===== src/rtl/core/sync_length_crc32_deframer_macros.svh =====
// Assertion macros shared by the deframer RTL.
`ifndef SYNC_LENGTH_CRC32_DEFRAMER_MACROS_SVH
`define SYNC_LENGTH_CRC32_DEFRAMER_MACROS_SVH

// Same-cycle implication, sampled on clk and quiet while rst_n is low.
`define SLD_ASSERT_IMP(name, ante, cons, msg) \
    name: assert property (@(posedge clk) disable iff (!rst_n) (ante) |-> (cons)) \
        else $error(msg);

// Next-cycle implication, sampled on clk and quiet while rst_n is low.
`define SLD_ASSERT_NXT(name, ante, cons, msg) \
    name: assert property (@(posedge clk) disable iff (!rst_n) (ante) |=> (cons)) \
        else $error(msg);

`endif


===== src/rtl/core/sld_pkg.sv =====
package sld_pkg;

    localparam logic [31:0] CrcPoly     = 32'hEDB88320;
    localparam logic [31:0] CrcInit     = 32'hFFFFFFFF;
    localparam logic [23:0] SyncReset   = 24'hDC5A5C;
    localparam int          QueueDepth  = 8;
    localparam int          MaxPush     = 3;
    localparam logic [8:0]  LenOffset   = 9'd3;
    localparam logic [7:0]  MinLen      = 8'd4;
    localparam logic [1:0]  WindowFull  = 2'd3;

    // Register index of the sync pattern on the configuration port.
    localparam logic        RegSyncPattern = 1'b0;

    typedef struct packed {
        logic [7:0] out_byte;
        logic       first_byte;
        logic       last_byte;
        logic       frame_good;
        logic [8:0] byte_index;
    } result_t;

    typedef struct packed {
        logic [1:0]           cnt;
        result_t [MaxPush-1:0] ent;
    } push_t;

    // One byte of the reflected CRC-32, bit at a time.
    function automatic logic [31:0] crc_byte(input logic [31:0] crc, input logic [7:0] b);
        logic [31:0] c;
        c = crc ^ {24'd0, b};
        for (int k = 0; k < 8; k++)
        begin
            if (c[0])
            begin
                c = (c >> 1) ^ CrcPoly;
            end
            else
            begin
                c = c >> 1;
            end
        end
        return c;
    endfunction

    localparam logic [31:0] HdrCrc1Reset = crc_byte(CrcInit, SyncReset[23:16]);
    localparam logic [31:0] HdrCrc2Reset = crc_byte(HdrCrc1Reset, SyncReset[15:8]);
    localparam logic [31:0] HdrCrcReset  = crc_byte(HdrCrc2Reset, SyncReset[7:0]);

endpackage


===== src/rtl/core/sld_out_queue.sv =====
module sld_out_queue #(
    parameter int Depth = sld_pkg::QueueDepth
) (
    input  logic                       clk,
    input  logic                       rst_n,
    input  sld_pkg::push_t             push,
    input  logic                       pop,
    output sld_pkg::result_t           head,
    output logic [$clog2(Depth):0]     count
);
    import sld_pkg::*;

    localparam int PtrW = $clog2(Depth);

    result_t               mem [Depth];
    logic [PtrW-1:0]       wr_ptr_reg;
    logic [PtrW-1:0]       wr_ptr_next;
    logic [PtrW-1:0]       rd_ptr_reg;
    logic [PtrW-1:0]       rd_ptr_next;
    logic [PtrW:0]         count_reg;
    logic [PtrW:0]         count_next;

    always_comb
    begin
        wr_ptr_next = wr_ptr_reg + PtrW'(push.cnt);
        rd_ptr_next = rd_ptr_reg + PtrW'(pop);
        count_next  = count_reg + (PtrW+1)'(push.cnt) - (PtrW+1)'(pop);
    end

    always_ff @(posedge clk or negedge rst_n)
    begin
        if (!rst_n)
        begin
            wr_ptr_reg <= '0;
            rd_ptr_reg <= '0;
            count_reg  <= '0;
        end
        else
        begin
            wr_ptr_reg <= wr_ptr_next;
            rd_ptr_reg <= rd_ptr_next;
            count_reg  <= count_next;
        end
    end

    always_ff @(posedge clk)
    begin
        for (int i = 0; i < MaxPush; i++)
        begin
            if (2'(i) < push.cnt)
            begin
                mem[wr_ptr_reg + PtrW'(i)] <= push.ent[i];
            end
        end
    end

    assign head  = mem[rd_ptr_reg];
    assign count = count_reg;

endmodule


===== src/rtl/core/sync_length_crc32_deframer.sv =====
// A result item is written into the output queue and is shown from the queue head.
// Throughput: one input byte per cycle unless in_stall; a sync match puts three header
// bytes into an eight-entry output queue that drains one item per cycle unless out_stall;
// in_stall rises only when downstream stalls leave no room for the next byte's items.
// Reset (rst_n low, asynchronous) empties the queue, restarts the sync hunt and loads
// the sync pattern with its default; there is no clearing pass.
module sync_length_crc32_deframer #(
    parameter int QDepth = sld_pkg::QueueDepth
) (
    input  logic        clk,
    input  logic        rst_n,
    input  logic        psel,
    input  logic        penable,
    input  logic        pwrite,
    input  logic [2:0]  paddr,
    input  logic [31:0] pwdata,
    output logic [31:0] prdata,
    output logic        pready,
    input  logic        in_valid,
    output logic        in_stall,
    input  logic [7:0]  data_byte,
    output logic        out_valid,
    input  logic        out_stall,
    output logic [7:0]  out_byte,
    output logic        first_byte,
    output logic        last_byte,
    output logic        frame_good,
    output logic [8:0]  byte_index
);
    import sld_pkg::*;
    `include "sync_length_crc32_deframer_macros.svh"

    localparam int CntW = $clog2(QDepth) + 1;
    localparam logic [CntW-1:0] HuntLimit  = CntW'(QDepth - MaxPush);
    localparam logic [CntW-1:0] FrameLimit = CntW'(QDepth - 1);

    logic [23:0] sync_pattern_reg;
    logic [31:0] hdr_crc_reg;

    logic [23:0] sync_window_reg, sync_window_next;
    logic [1:0]  sync_fill_reg, sync_fill_next;
    logic        in_frame_reg, in_frame_next;
    logic [8:0]  frame_pos_reg, frame_pos_next;
    logic [7:0]  frame_len_reg, frame_len_next;
    logic [31:0] crc_accum_reg, crc_accum_next;
    logic [31:0] crc_received_reg, crc_received_next;

    logic        cfg_write;
    logic        in_accept;
    logic        match;
    logic [23:0] win_shift;
    logic [1:0]  fill_inc;
    logic [7:0]  cur_len;
    logic [31:0] crc_step;
    logic        is_last;
    push_t       push;
    result_t     head;
    logic [CntW-1:0] q_count;

    // Configuration port.
    assign pready    = 1'b1;
    assign cfg_write = psel && penable && pwrite && pready;

    always_comb
    begin
        if (paddr[2] == RegSyncPattern)
        begin
            prdata = {8'd0, sync_pattern_reg};
        end
        else
        begin
            prdata = '0;
        end
    end

    always_ff @(posedge clk or negedge rst_n)
    begin
        if (!rst_n)
        begin
            sync_pattern_reg <= SyncReset;
            hdr_crc_reg      <= HdrCrcReset;
        end
        else
        begin
            // The header CRC depends only on the pattern, so it is worked out
            // together with the pattern and is ready for the very next byte.
            if (cfg_write && paddr[2] == RegSyncPattern)
            begin
                sync_pattern_reg <= pwdata[23:0];
                hdr_crc_reg      <= crc_byte(crc_byte(crc_byte(CrcInit, pwdata[23:16]),
                                                      pwdata[15:8]), pwdata[7:0]);
            end
        end
    end

    // A hunting byte may push three items, a frame byte only one.
    assign in_stall  = in_frame_reg ? (q_count > FrameLimit) : (q_count > HuntLimit);
    assign in_accept = in_valid && !in_stall;

    always_comb
    begin
        win_shift = {sync_window_reg[15:0], data_byte};
        fill_inc  = (sync_fill_reg < WindowFull) ? sync_fill_reg + 2'd1 : WindowFull;
        match     = (fill_inc == WindowFull) && (win_shift == sync_pattern_reg);
        cur_len   = (frame_pos_reg == LenOffset) ? data_byte : frame_len_reg;
        crc_step  = crc_byte(crc_accum_reg, data_byte);
        is_last   = frame_pos_reg == ({1'b0, cur_len} + LenOffset);

        sync_window_next  = sync_window_reg;
        sync_fill_next    = sync_fill_reg;
        in_frame_next     = in_frame_reg;
        frame_pos_next    = frame_pos_reg;
        frame_len_next    = frame_len_reg;
        crc_accum_next    = crc_accum_reg;
        crc_received_next = crc_received_reg;
        push              = '0;

        if (in_accept && !in_frame_reg)
        begin
            if (match)
            begin
                push.cnt = 2'(MaxPush);
                push.ent[0] = '{out_byte: win_shift[23:16], first_byte: 1'b1,
                                last_byte: 1'b0, frame_good: 1'b0, byte_index: 9'd0};
                push.ent[1] = '{out_byte: win_shift[15:8], first_byte: 1'b0,
                                last_byte: 1'b0, frame_good: 1'b0, byte_index: 9'd1};
                push.ent[2] = '{out_byte: win_shift[7:0], first_byte: 1'b0,
                                last_byte: 1'b0, frame_good: 1'b0, byte_index: 9'd2};
                sync_window_next  = '0;
                sync_fill_next    = '0;
                in_frame_next     = 1'b1;
                frame_pos_next    = LenOffset;
                frame_len_next    = '0;
                crc_accum_next    = hdr_crc_reg;
                crc_received_next = '0;
            end
            else
            begin
                sync_window_next = win_shift;
                sync_fill_next   = fill_inc;
            end
        end
        else if (in_accept)
        begin
            frame_len_next = cur_len;
            if (frame_pos_reg == LenOffset || frame_pos_reg < {1'b0, frame_len_reg})
            begin
                crc_accum_next = crc_step;
            end
            else
            begin
                crc_received_next = {crc_received_reg[23:0], data_byte};
            end
            push.cnt    = 2'd1;
            push.ent[0] = '{out_byte: data_byte, first_byte: 1'b0, last_byte: is_last,
                            frame_good: is_last && (cur_len >= MinLen)
                                && ((crc_accum_next ^ CrcInit) == crc_received_next),
                            byte_index: frame_pos_reg};
            if (is_last)
            begin
                sync_window_next  = '0;
                sync_fill_next    = '0;
                in_frame_next     = 1'b0;
                frame_pos_next    = '0;
                frame_len_next    = '0;
                crc_accum_next    = CrcInit;
                crc_received_next = '0;
            end
            else
            begin
                frame_pos_next = frame_pos_reg + 9'd1;
            end
        end
    end

    always_ff @(posedge clk or negedge rst_n)
    begin
        if (!rst_n)
        begin
            sync_window_reg  <= '0;
            sync_fill_reg    <= '0;
            in_frame_reg     <= 1'b0;
            frame_pos_reg    <= '0;
            frame_len_reg    <= '0;
            crc_accum_reg    <= CrcInit;
            crc_received_reg <= '0;
        end
        else
        begin
            sync_window_reg  <= sync_window_next;
            sync_fill_reg    <= sync_fill_next;
            in_frame_reg     <= in_frame_next;
            frame_pos_reg    <= frame_pos_next;
            frame_len_reg    <= frame_len_next;
            crc_accum_reg    <= crc_accum_next;
            crc_received_reg <= crc_received_next;
        end
    end

    sld_out_queue #(
        .Depth(QDepth)
    ) u_queue (
        .clk   (clk),
        .rst_n (rst_n),
        .push  (push),
        .pop   (out_valid && !out_stall),
        .head  (head),
        .count (q_count)
    );

    assign out_valid  = q_count != '0;
    assign out_byte   = head.out_byte;
    assign first_byte = head.first_byte;
    assign last_byte  = head.last_byte;
    assign frame_good = head.frame_good;
    assign byte_index = head.byte_index;

    `SLD_ASSERT_IMP(a_queue_bound, 1'b1, q_count <= CntW'(QDepth), "output queue overflow")
    `SLD_ASSERT_NXT(a_frame_end, in_accept && in_frame_reg && is_last, !in_frame_reg,
        "hunt did not restart after the last frame byte")
    `SLD_ASSERT_IMP(a_pos_range, in_frame_reg, frame_pos_reg >= LenOffset && frame_pos_reg <= 9'd258,
        "frame position out of range")
    `SLD_ASSERT_IMP(a_first_index, out_valid && first_byte, byte_index == 9'd0 && !last_byte,
        "first item of a frame has a wrong index")
    `SLD_ASSERT_IMP(a_window_fill, in_frame_reg, sync_fill_reg == 2'd0,
        "sync window not emptied while in a frame")

endmodule

===== config.mk =====
export PLATFORM = sky130hd
export DESIGN_NAME = sync_length_crc32_deframer
export DESIGN_NICKNAME = d
export VERILOG_FILES = /design/src/rtl/core/sld_pkg.sv /design/src/rtl/core/sld_out_queue.sv /design/src/rtl/core/sync_length_crc32_deframer.sv
export VERILOG_INCLUDE_DIRS = /design/src /design/src/rtl/core
export SDC_FILE = /design/constraint.sdc
export NUM_CORES = 1
export LEC_CHECK = 0
export ABC_AREA = 1
export BUFFER_PORTS_ARGS = -buffer_cell sky130_fd_sc_hd__buf_2
export CAP_MARGIN = 40
export CORE_MARGIN = 2
export CORE_UTILIZATION = 30
export DETAILED_ROUTE_END_ITERATION = 10
export PLACE_DENSITY = 0.54
export SKIP_LAST_GASP = 1
export SLEW_MARGIN = 30
export SYNTH_ARGS = -nofsm -noshare
export SYNTH_HDL_FRONTEND = slang
export SYNTH_SLANG_ARGS = --single-unit

===== constraint.sdc =====
create_clock -name clk -period 3.85 [get_ports clk]
set_input_delay 0.1925 -clock clk [delete_from_list [all_inputs] [get_ports clk]]
set_output_delay 0.1925 -clock clk [all_outputs]
set_load 0.02 [all_outputs]

==> impl_metrics.ini <==
[status]
status = completed

[synthesis]
synth-simple-area-share = 0.331
synth_area_per_cell_um2 = 6.97
muxShareOfSynthArea = 0
postSynth.asyncResetShare = 0.509
synth_compound_area_frac = 0.125
synth_edf_count = 72
yosys_warnings = 0
synthAdderAreaFrac = 0.0133
yosysUniqueCellTypes = 58
synth_seq_cells = 326
yosys.area_share.xor_xnor = 0.0724
synthFlopType = dfrtp_1
syn_inst = 3128
syn_area_mm2 = 0.0218
seq_area_frac_synth = 0.374
synth_top_family_by_area = simple AND/OR/NAND/NOR gates

[layout]
num_antenna_cells = 0
final_common_cell = nand2_1
final_core_util = 0.347
area_growth_pct = 14.1
largest_reg_flops = 160
design_area_mm2 = 0.0249
layout.nets = 3284
layout_common_cells = nand2_1 (987), nand3_1 (301), nor2_1 (260)
fill_cells = 7796
instances_no_fill = 4193
top_register = u_queue.mem
post_route_cells_drive_above_1_share = 0.126

[floorplan]
start_util = 0.304
coreArea_mm2 = 0.0717
rows = 98
die_w_um = 274
die_area_mm2 = 0.0749
pin_count = 105
fp.dieH_um = 274

[timing]
skew_ns = 0.0332
min_period_ns = 3.54
layout_setup_ws_ns = 0.313
relSlewSlack = 0.456
hold_viol = 0
setup_viol = 0
worst_pin_slew_ns = 0.813
timing.hold.ws_ns = 0.0491
finalCritPeriodShare = 0.919
fmax_ghz = 0.283
slew_viol_final = 0
rsz0062_at_grt = true
fin_setup_tns_ns = 0

[clock_network]
htreeDepth = 2
clock_latency_ns = 0.58
cts_tree = yes
cts_max_path_buffers = 3
cts_root_buf = clkbuf_16
clkSinkCount = 326
cts_buffers = 40
clk_transition_reported_paths_ns = 0.06
cts_setup_buffers = 0

[route]
routedWlPerCell_um = 18.6
drt_iter0_markers = 1950
via_count = 21000
via_per_inst = 5.02
drc = 0
first_pass_iters = 5
ant_nets = 0
routed_wl_um = 78000

[setup_path]
critical_path.endpoint_type = flip-flop
crit_chain = ha_1 -> nand2_2 -> nor2_4 -> nand2_2 -> nand2_1 -> nand2_1 -> ha_1 -> inv_1 -> nand3_2 -> o21ai_1 -> nand2_1 -> inv_1 -> nor2_1 -> nor2_2 -> nand4_2 -> nor2_4 -> nand3_1 -> nand2_1
start_kind = flip-flop
cp_common_cell = nand2_1
r2r_start = frame_pos_reg[1]
crit_start = frame_pos_reg[1]
cp_max_fo = 12
worstSetupPathType = reg -> reg
cpPeakStageDelay_ns = 0.47
worst_ep_required_time_ns = 4.35
cp_slowest_cell = dfrtp_1
cp.arrival_ns = 4.03

[placed_design]
gp_congestion = 0.926
port-buffer-count = 85
place_area_mm2 = 0.0233
preCtsSetupSlack_ns = 0.297
dp_hpwl_um = 56900
dp_cells = 4093

[min_path]
min_from = out_stall
hp-class = in -> reg

[global_route]
grt_pass1_wl_um = 120000
grt_pass1_vias = 19800
grt_start_max_net_pins = 114
grt_overflow = 0
grt_use_met2 = 0.327
globalRouteMet1Util = 0.281
met3_usage = 0.0377
busiest_layer = met2
track_usage = 0.207
antenna_found_initial = 1

[power_and_ir_drop]
power_density_mw_per_mm2 = 530
totalPowerFinal_mw = 13.2
p_leak_nw = 11.5
ir_worst_vdd_v = 0.000461

[flow_run]
drv_cap = 0
-- cells by family (layout without fill, tap and decap cells) --
logic type,Yosys count,in the layout
AND/OR/NAND/NOR,1695,1695
AO/OA/AOI/OAI,485,485
buffers and inverters,439,547
flip-flops,326,326
XOR/XNOR,159,159
adder cells (fa/ha/maj),22,22
other,2,9
-- power by group --
group	leakage [nW]	total, mW	internal, mW	switching (mW)
clock	0.626	3.84	2.22	1.62
combinational	7.51	5.15	1.63	3.51
sequential	3.33	4.22	3.92	0.301
total	11.5	13.2	7.76	5.44
-- cell type report --
class,instances,area [um2],area share
timing repair buffer,182,1280,0.0516
clock inverter,9,134,0.00538
clock buffer,64,1160,0.0467
multi-input combinational,2370,11900,0.477
inverter,292,1100,0.0442
tap,950,1190,0.0477
sequential,326,8150,0.327
-- synthesized netlist by cell type (10+ instances only) --
cell type  number  area, um2
a21oi_1        37        185
a31oi_1        25        156
buf_2          41        205
buf_4          26        195
clkbuf_1       70        263
dfrtp_1       108       2700
dfstp_2        58       1520
dfxtp_1        88       1760
edfxtp_1       72       2160
ha_1           20        250
inv_1         244        916
inv_2          39        146
nand2_1       988       3710
nand2_2        42        263
nand3_1       301       1510
nand3b_1       10       75.1
nand4_1        17        106
nor2_1        260        976
nor2_4         10        113
nor3_1         25        125
o211ai_1       48        360
o21ai_0       183        916
o21ai_1       102        510
o22ai_1        69        432
xnor2_1        41        359
xor2_1        102        893
-- path summary, 6_finish.rpt --
check | to | slack, ns | cells after the start
worst max-delay path | u_queue.mem[5][9] | 0.31 | 18
worst min-delay path | u_queue.rd_ptr_reg[0] | 0.05 | 3
worst max register to register | u_queue.mem[5][9] | 0.31 | 18
worst min register to register | u_queue.rd_ptr_reg[2] | 0.47 | 1
max in group asynchronous | u_queue.count[2] | 2.62 | 3
min in group asynchronous | crc_received_reg[13] | 0.18 | 2
-- metal layers --
layer / share of wire / wire (um)
met5: 0 / 0
met1: 0.45 / 34900
met3: 0.068 / 5300
met2: 0.45 / 35100
met4: 0.034 / 2670
-- worst max-delay path: cells and delay by family (launching register included) --
kind,cells,cell delay (ns)
buffers and inverters,2,0.13
flip-flops,1,0.47
adder cells (fa/ha/maj),2,0.49
AO/OA/AOI/OAI,1,0.15
AND/OR/NAND/NOR,13,2.24
-- repair_timing --
item                                    CTS  global route
endpoints found under the setup margin    0            12
hold endpoints to repair                 79             0
gates resized for setup                   0             2
hold buffers                             27             0
Power figures use the tool's default switching activity.
